$ cat src/hdl/bmst_pkg.sv
package bmst_pkg;

	localparam int MAX_VERTS = 16;
	localparam int MAX_EDGES = 32;
	localparam int COST_BITS = 16;

	localparam int VID_W   = 5;
	localparam int VIX_W   = $clog2(MAX_VERTS);
	localparam int EADDR_W = $clog2(MAX_EDGES);
	localparam int ECNT_W  = EADDR_W + 1;
	localparam int TCOST_W = 20;
	localparam int TEDGE_W = 4;

	localparam logic [VID_W-1:0] VC_RESET = VID_W'(6);
	localparam logic [VID_W-1:0] VC_MIN   = VID_W'(2);
	localparam logic [VID_W-1:0] VC_MAX   = VID_W'(MAX_VERTS);

	typedef struct packed {
		logic [VID_W-1:0]     src;
		logic [VID_W-1:0]     dst;
		logic [COST_BITS-1:0] cost;
	} edge_t;

	typedef struct packed {
		logic               en;
		logic [EADDR_W-1:0] addr;
		edge_t              data;
	} ram_wr_t;

	typedef enum logic [3:0] {
		ST_LOAD,
		ST_ROUND,
		ST_RD,
		ST_FA,
		ST_FB,
		ST_OA,
		ST_OB,
		ST_JA,
		ST_JB,
		ST_JU,
		ST_JEND,
		ST_DONE
	} state_t;

endpackage

$ cat src/hdl/bmst_edge_ram.sv
module bmst_edge_ram
	import bmst_pkg::*;
(
	input  logic               clk,
	input  ram_wr_t            wr,
	input  logic [EADDR_W-1:0] raddr,
	output edge_t              rdata
);

	edge_t mem [MAX_EDGES];

	always_ff @(posedge clk) begin
		if (wr.en) begin
			mem[wr.addr] <= wr.data;
		end
	end

	always_ff @(posedge clk) begin
		rdata <= mem[raddr];
	end

endmodule

$ cat src/hdl/bmst_less.sv
module bmst_less
	import bmst_pkg::*;
(
	input  logic [COST_BITS-1:0] a,
	input  logic [COST_BITS-1:0] b,
	output logic                 lt
);

	assign lt = (a < b);

endmodule

$ cat src/hdl/boruvka_mst_weight.sv
// Minimum spanning tree weight by Boruvka rounds. Edges stream in one per
// cycle (edge_stall low) into a 32-entry edge store; extra edges are dropped
// and reported in overflow. The edge marked last starts the solve, during
// which edge_stall stays high. Each round scans every stored edge (store
// read, two component lookups for an edge in range, two cheapest-edge
// offers through one shared cost comparator for an edge across components),
// then walks the components to join them. A solve runs at most
// log2(vertices) + 1 rounds. Ties on cost go to the edge that arrived first.
// One result comes out per graph; the next graph may load while that result
// waits.
module boruvka_mst_weight
	import bmst_pkg::*;
(
	input  logic                 clk,
	input  logic                 arst_n,
	input  logic                 cfg_valid,
	output logic                 cfg_ready,
	input  logic [VID_W-1:0]     vertex_count,
	input  logic                 edge_valid,
	output logic                 edge_stall,
	input  logic [VID_W-1:0]     edge_from,
	input  logic [VID_W-1:0]     edge_to,
	input  logic [COST_BITS-1:0] edge_cost,
	input  logic                 last_edge,
	output logic                 result_valid,
	input  logic                 result_stall,
	output logic [TCOST_W-1:0]   tree_cost,
	output logic [TEDGE_W-1:0]   tree_edges,
	output logic                 connected,
	output logic                 overflow
);

	state_t state_q, state_d;

	logic [VID_W-1:0]     vc_cfg_q;
	logic [VID_W-1:0]     vc_q;
	logic [ECNT_W-1:0]    edge_total_q;
	logic                 overflow_q;
	logic [ECNT_W-1:0]    e_q;
	logic [VID_W-1:0]     i_q;
	logic [VIX_W-1:0]     la_q, lb_q;
	logic                 progress_q;
	logic [TCOST_W-1:0]   total_q;
	logic [TEDGE_W-1:0]   joined_q;

	logic [VIX_W-1:0]     label_q   [MAX_VERTS];
	logic [MAX_VERTS-1:0] cv_q;
	logic [VIX_W-1:0]     ch_src_q  [MAX_VERTS];
	logic [VIX_W-1:0]     ch_dst_q  [MAX_VERTS];
	logic [COST_BITS-1:0] ch_cost_q [MAX_VERTS];

	logic                 res_valid_q;
	logic [TCOST_W-1:0]   res_cost_q;
	logic [TEDGE_W-1:0]   res_edges_q;
	logic                 res_conn_q;
	logic                 res_ovf_q;

	ram_wr_t              ram_wr;
	edge_t                rd;
	logic                 in_xfer;
	logic                 usable;
	logic [VIX_W-1:0]     src_idx, dst_idx;
	logic [VIX_W-1:0]     lidx, cidx;
	logic [VIX_W-1:0]     label_rd;
	logic                 lt;
	logic                 take;
	logic [ECNT_W-1:0]    e_next;
	logic                 e_last;
	logic                 i_last;
	logic                 out_free;
	logic                 all_joined;

	function automatic logic [VID_W-1:0] clamp_vc(input logic [VID_W-1:0] v);
		if (v < VC_MIN) return VC_MIN;
		if (v > VC_MAX) return VC_MAX;
		return v;
	endfunction

	assign cfg_ready = 1'b1;
	assign in_xfer   = edge_valid && !edge_stall;

	assign ram_wr.en   = in_xfer && (edge_total_q < ECNT_W'(MAX_EDGES));
	assign ram_wr.addr = edge_total_q[EADDR_W-1:0];
	assign ram_wr.data = '{src: edge_from, dst: edge_to, cost: edge_cost};

	bmst_edge_ram u_ram (
		.clk   (clk),
		.wr    (ram_wr),
		.raddr (e_q[EADDR_W-1:0]),
		.rdata (rd)
	);

	assign usable = (rd.src != '0) && (rd.src <= vc_q) &&
	                (rd.dst != '0) && (rd.dst <= vc_q);
	assign src_idx = VIX_W'(rd.src - VID_W'(1));
	assign dst_idx = VIX_W'(rd.dst - VID_W'(1));

	// one shared cost comparator serves both offers of an edge
	bmst_less u_less (
		.a  (rd.cost),
		.b  (ch_cost_q[cidx]),
		.lt (lt)
	);

	assign label_rd   = label_q[lidx];
	assign take       = !cv_q[cidx] || lt;
	assign e_next     = e_q + ECNT_W'(1);
	assign e_last     = (e_next == edge_total_q);
	assign i_last     = ((i_q + VID_W'(1)) == vc_q);
	assign out_free   = !res_valid_q || !result_stall;
	assign all_joined = ({1'b0, joined_q} == (vc_q - VID_W'(1)));

	// output / address selection
	always_comb begin
		edge_stall = 1'b1;
		lidx       = src_idx;
		cidx       = la_q;
		case (state_q)
			ST_LOAD: edge_stall = 1'b0;
			ST_FA:   lidx = src_idx;
			ST_FB:   lidx = dst_idx;
			ST_OA:   cidx = la_q;
			ST_OB:   cidx = lb_q;
			ST_JA: begin
				cidx = i_q[VIX_W-1:0];
				lidx = ch_src_q[i_q[VIX_W-1:0]];
			end
			ST_JB: begin
				cidx = i_q[VIX_W-1:0];
				lidx = ch_dst_q[i_q[VIX_W-1:0]];
			end
			ST_JU:   cidx = i_q[VIX_W-1:0];
			default: edge_stall = 1'b1;
		endcase
	end

	always_comb begin
		state_d = state_q;
		case (state_q)
			ST_LOAD:  if (in_xfer && last_edge) state_d = ST_ROUND;
			ST_ROUND: state_d = (edge_total_q == '0) ? ST_JA : ST_RD;
			ST_RD:    state_d = ST_FA;
			ST_FA: begin
				if (usable) state_d = ST_FB;
				else state_d = e_last ? ST_JA : ST_RD;
			end
			ST_FB: begin
				if (label_rd != la_q) state_d = ST_OA;
				else state_d = e_last ? ST_JA : ST_RD;
			end
			ST_OA:    state_d = ST_OB;
			ST_OB:    state_d = e_last ? ST_JA : ST_RD;
			ST_JA: begin
				if (cv_q[i_q[VIX_W-1:0]]) state_d = ST_JB;
				else state_d = i_last ? ST_JEND : ST_JA;
			end
			ST_JB:    state_d = ST_JU;
			ST_JU:    state_d = i_last ? ST_JEND : ST_JA;
			ST_JEND:  state_d = (!progress_q || all_joined) ? ST_DONE : ST_ROUND;
			ST_DONE:  if (out_free) state_d = ST_LOAD;
			default:  state_d = ST_LOAD;
		endcase
	end

	always_ff @(posedge clk or negedge arst_n) begin
		if (!arst_n) begin
			state_q      <= ST_LOAD;
			vc_cfg_q     <= VC_RESET;
			edge_total_q <= '0;
			overflow_q   <= 1'b0;
			cv_q         <= '0;
			res_valid_q  <= 1'b0;
		end else begin
			state_q <= state_d;
			if (cfg_valid && cfg_ready) vc_cfg_q <= vertex_count;
			if (in_xfer) begin
				if (edge_total_q < ECNT_W'(MAX_EDGES)) edge_total_q <= edge_total_q + ECNT_W'(1);
				else overflow_q <= 1'b1;
			end
			if (state_q == ST_ROUND) cv_q <= '0;
			if ((state_q == ST_OA || state_q == ST_OB) && take) cv_q[cidx] <= 1'b1;
			if (state_q == ST_DONE && out_free) begin
				edge_total_q <= '0;
				overflow_q   <= 1'b0;
				res_valid_q  <= 1'b1;
			end else if (res_valid_q && !result_stall) begin
				res_valid_q <= 1'b0;
			end
		end
	end

	// solve datapath
	always_ff @(posedge clk) begin
		case (state_q)
			ST_LOAD: begin
				if (in_xfer && last_edge) begin
					vc_q       <= clamp_vc(vc_cfg_q);
					total_q    <= '0;
					joined_q   <= '0;
					for (int j = 0; j < MAX_VERTS; j++) label_q[j] <= VIX_W'(j);
				end
			end
			ST_ROUND: begin
				e_q        <= '0;
				i_q        <= '0;
				progress_q <= 1'b0;
			end
			ST_FA: begin
				la_q <= label_rd;
				if (!usable) e_q <= e_next;
			end
			ST_FB: begin
				lb_q <= label_rd;
				if (label_rd == la_q) e_q <= e_next;
			end
			ST_OA, ST_OB: begin
				if (take) begin
					ch_src_q[cidx]  <= src_idx;
					ch_dst_q[cidx]  <= dst_idx;
					ch_cost_q[cidx] <= rd.cost;
				end
				if (state_q == ST_OB) e_q <= e_next;
			end
			ST_JA: begin
				la_q <= label_rd;
				if (!cv_q[i_q[VIX_W-1:0]]) i_q <= i_q + VID_W'(1);
			end
			ST_JB: lb_q <= label_rd;
			ST_JU: begin
				if (la_q != lb_q) begin
					// merge component la into lb
					for (int j = 0; j < MAX_VERTS; j++) begin
						if (label_q[j] == la_q) label_q[j] <= lb_q;
					end
					total_q    <= total_q + TCOST_W'(ch_cost_q[cidx]);
					joined_q   <= joined_q + TEDGE_W'(1);
					progress_q <= 1'b1;
				end
				i_q <= i_q + VID_W'(1);
			end
			ST_DONE: begin
				if (out_free) begin
					res_cost_q  <= total_q;
					res_edges_q <= joined_q;
					res_conn_q  <= all_joined;
					res_ovf_q   <= overflow_q;
				end
			end
			default: ;
		endcase
	end

	assign result_valid = res_valid_q;
	assign tree_cost    = res_cost_q;
	assign tree_edges   = res_edges_q;
	assign connected    = res_conn_q;
	assign overflow     = res_ovf_q;

endmodule

$ cat config.mk
export PLATFORM = sky130hd
export DESIGN_NAME = boruvka_mst_weight
export DESIGN_NICKNAME = d
export VERILOG_FILES = /design/src/hdl/bmst_pkg.sv /design/src/hdl/bmst_edge_ram.sv /design/src/hdl/bmst_less.sv /design/src/hdl/boruvka_mst_weight.sv
export SDC_FILE = /design/constraint.sdc
export NUM_CORES = 2
export LEC_CHECK = 0
export BUFFER_PORTS_ARGS = -buffer_cell sky130_fd_sc_hd__buf_2
export CAP_MARGIN = 40
export CORE_AREA = 5 5 365 367
export CTS_BUF_LIST = sky130_fd_sc_hd__clkbuf_4
export DETAILED_ROUTE_END_ITERATION = 10
export DIE_AREA = 0 0 370 372
export GPL_TIMING_DRIVEN = 0
export PLACE_DENSITY = 0.65
export SLEW_MARGIN = 20
export SYNTH_ARGS = -nofsm -noshare
export SYNTH_HDL_FRONTEND = slang
export SYNTH_SLANG_ARGS = --single-unit
export TNS_END_PERCENT = 5
$ cat constraint.sdc
create_clock -name clk -period 19.3 [get_ports clk]
set_clock_uncertainty 0.05 [all_clocks]
set_input_delay 1.93 -clock clk [delete_from_list [all_inputs] [get_ports clk]]
set_output_delay 1.93 -clock clk [all_outputs]
set_load 0.05 [all_outputs]
==> qor.csv <==
stage,metric,value,unit
floorplanning,num_rows,132,
floorplanning,initial_core_util,44.9,%
yosys,syn_area,0.0580,sq mm
finish,area_growth,15.8,%
grt,grt_overflow,0,
floorplanning,die_y,372,um
route,wl_per_cell,25.8,um
placed_design,hpwl,101000,um
sta,slew_viol_final,0,
yosys,synth.area.top_cells,"edfxtp_1, mux4_2, nand2_1, dfrtp_1, xnor2_1",
clocking,cts_resized,0,
setup_path,worstPathRequired,20260,ps
route,via_per_inst,5.72,
worst_hold_path,hold_path.class,reg2reg,
power_and_ir_drop,power_leakage,22.3,nW
yosys,yosysUniqueCellTypes,92,
sta,finalCriticalPeriod,7710,ps
clocking,cts_tree,built,
route,drtIter0Drc,3330,
sta,post-route-period-util,40.0,%
placed_design,io_buffer_count,64,
setup_path,crit_path_end_kind,flop,
outcome,status,"finished, final reports clean",
placed_design,gp_congestion,0.863,
floorplanning,die_w,370,um
clocking,clk_pin_slew,70,ps
yosys,syn_nets,3322,
finish,layout.nets,3883,
power_and_ir_drop,peakVddDrop,82.8,uV
route,via_count,33100,
floorplanning,num_io_pins,66,
route,routed_wl,150000,um
yosys,yosys.area.top_type,edfxtp_1,
yosys,synthFlopType,edfxtp_1,
yosys,ys_ff_latch,1418,
sta,rsz0062_at_grt,no,
setup_path,critical_path_class,reg2reg,
grt,grt_pass1_vias,33400,
yosys,yosysSeqAreaShare,72.7,%
setup_path,crit-reg2reg-capture,total_q[18]$_SDFFCE_PN0P_,
setup_path,crit_start,state_q[3]$_DFFE_PN0P_,
clocking,clock_latency,1240,ps
run,cap_viol_max_count,0,
route,drc,0,
sta,maxSlewHeadroom,35.4,%
yosys,synthArstFlopShare,2.33,%
setup_path,r2r_cells,24,
yosys,synth_common_cells,"edfxtp_1, nand2_1, mux4_2, nor2_1, clkbuf_1",
finish,fin_area,0.0671,sq mm
grt,grt_max_degree,33,
yosys,synth_area_per_cell,17.9,sq um
sta,hold_ws,395,ps
sta,final-setup-viol-count,0,
floorplanning,core,0.129,sq mm
grt,antenna_found_initial,12,
setup_path,r2r_slack,11590,ps
yosys,synthCells,3231,
setup_path,arrival,8670,ps
floorplanning,dieArea,0.138,sq mm
placed_design,placedInstanceArea,0.0626,sq mm
sta,finalHoldViolations,0,
yosys,synth_top_area_share,70.2,%
setup_path,rr_startpoint,state_q[3]$_DFFE_PN0P_,
yosys,synth_warnings,0,
yosys,synth.most_common_cell,edfxtp_1,
setup_path,critPathLaunchType,flop,
setup_path,crit_end,total_q[18]$_SDFFCE_PN0P_,
route,first_pass_iters,6,
sta,fmax,0.130,GHz
clocking,cts-root-buf,clkbuf_4,
clocking,cts_hold_buf,0,
clocking,cts.sinks,1418,
grt,grt_pass1_wl,219000,um
clocking,post_cts_buffers,0,
sta,worst_slew_pin_slew,961,ps
finish,drive_above_1_share,30.1,%
power_and_ir_drop,powerDensity,162,mW/mm^2
grt,track_usage,21.8,%
clocking,cts_buffers,368,
sta,setup-tns-final,0,ps
clocking,htree_levels,5,
yosys,synth_edf_count,1355,
clocking,cts_buffer_depth,4,
route,ant_nets,0,
setup_path,critPathMaxFanout,10,
[flip-flops by register name, indices dropped and copies added, names as in the netlist, 4 cells and up, named ones only]
register / count
joined_q: 4
la_q: 4
i_q: 5
edge_total_q: 6
vc_q: 5
label_q: 64
ch_src_q: 64
e_q: 6
vc_cfg_q: 5
cv_q: 16
tree_edges: 4
u_ram.rdata: 26
total_q: 20
tree_cost: 20
ch_cost_q: 256
state_q: 4
ch_dst_q: 64
lb_q: 4
u_ram.mem: 832
[layout make-up]
type                    count  area [sq um]
well taps                1742          2180
clock inverters            82           325
repair buffers            191          2230
inverters                  53           199
multi-input cells        1580         15200
diodes                     11          27.5
clock buffers             537          4030
fillers                 10500         62000
plain buffers             180           803
flip-flops and latches   1418         42100
[report_power, final]
group	switching, mW	leakage (nW)	internal, mW
logic	2.75	6.84	1.75
clock network	1.17	2.64	1.27
registers	0.180	12.8	3.77
[worst max-delay path, cell delays in order (launching register included)]
cell	delay (ps)
dfrtp_1	380
buf_4	170
nor2b_1	400
nor2_1	120
o31ai_1	620
buf_4	320
buf_2	310
clkbuf_1	510
buf_1	490
nand2_1	100
nand3_1	110
a21oi_1	80
a211oi_1	510
inv_1	220
fa_1	430
nor2b_1	150
o21ai_0	110
a21boi_0	280
o21a_1	170
o21ai_0	140
a21o_1	240
a31oi_1	550
a2111oi_0	320
or4_1	520
a21oi_1	160
[how the worst min path moves through the flow]
stage | startpoint | endpoint | slack, ps | cells after the start
5_1_grt | joined_q[2]$_SDFFCE_PN0P_ | tree_edges[2]$_DFFE_PP_ | 400 | 0
3_5_place_dp | joined_q[2]$_SDFFCE_PN0P_ | tree_edges[2]$_DFFE_PP_ | 380 | 0
2_1_floorplan | joined_q[2]$_SDFFCE_PN0P_ | tree_edges[2]$_DFFE_PP_ | 370 | 0
4_1_cts | arst_n | overflow_q$_DFFE_PN0P_ | 360 | 1
3_3_place_gp | joined_q[2]$_SDFFCE_PN0P_ | tree_edges[2]$_DFFE_PP_ | 380 | 0
6_report | joined_q[2]$_SDFFCE_PN0P_ | tree_edges[2]$_DFFE_PP_ | 400 | 0
[metal layers]
| layer | vias up | GRT usage [%] | part of all wire (%) |
|---|---|---|---|
| li1 | 14200 | - | - |
| met1 | 16900 | 29.7 | 40 |
| met2 | 1674 | 34.1 | 47 |
| met3 | 318 | 5.74 | 9.7 |
| met4 | 4 | 7.97 | 3.2 |
| met5 | - | 0 | 0.018 |
[cells by family after synthesis]
kind of cell | synth area share [%]
other | 0.00647
buffers and inverters | 1.70
AOI/OAI and AO/OA | 3.54
and+or+nand+nor | 6.12
muxes | 13.1
adders and majority gates | 1.18
DFF | 72.7
xor gates and xnor gates | 1.65
[per-stage QoR]
stage | power (mW) | cells | worst slack, ps | util, %
after floorplan | 6.85 | 3231 | 12320 | -
after CTS | 10.9 | 5775 | 11550 | 51.9
after global routing | 11.5 | 5791 | 11120 | 52.0
after global placement | 8.24 | 5037 | 8620 | 46.8
final | 10.9 | 5794 | 11590 | 52.0
after detailed placement | 8.45 | 5156 | 11740 | 48.5
[cells in the final DEF, fill, tap and decap left out, types with 52 or more instances in the layout]
master | netlist | final
a21oi_1 | 60 | 60
buf_2 | 19 | 101
clkbuf_4 | 0 | 537
nand3_1 | 79 | 79
mux4_2 | 292 | 292
xnor2_1 | 88 | 88
edfxtp_1 | 1355 | 1355
inv_1 | 52 | 52
clkinv_1 | 1 | 66
ha_1 | 53 | 53
nand2_1 | 326 | 325
o21ai_0 | 52 | 52
clkbuf_1 | 93 | 90
nor2_1 | 101 | 65
Power figures use the tool's default switching activity.
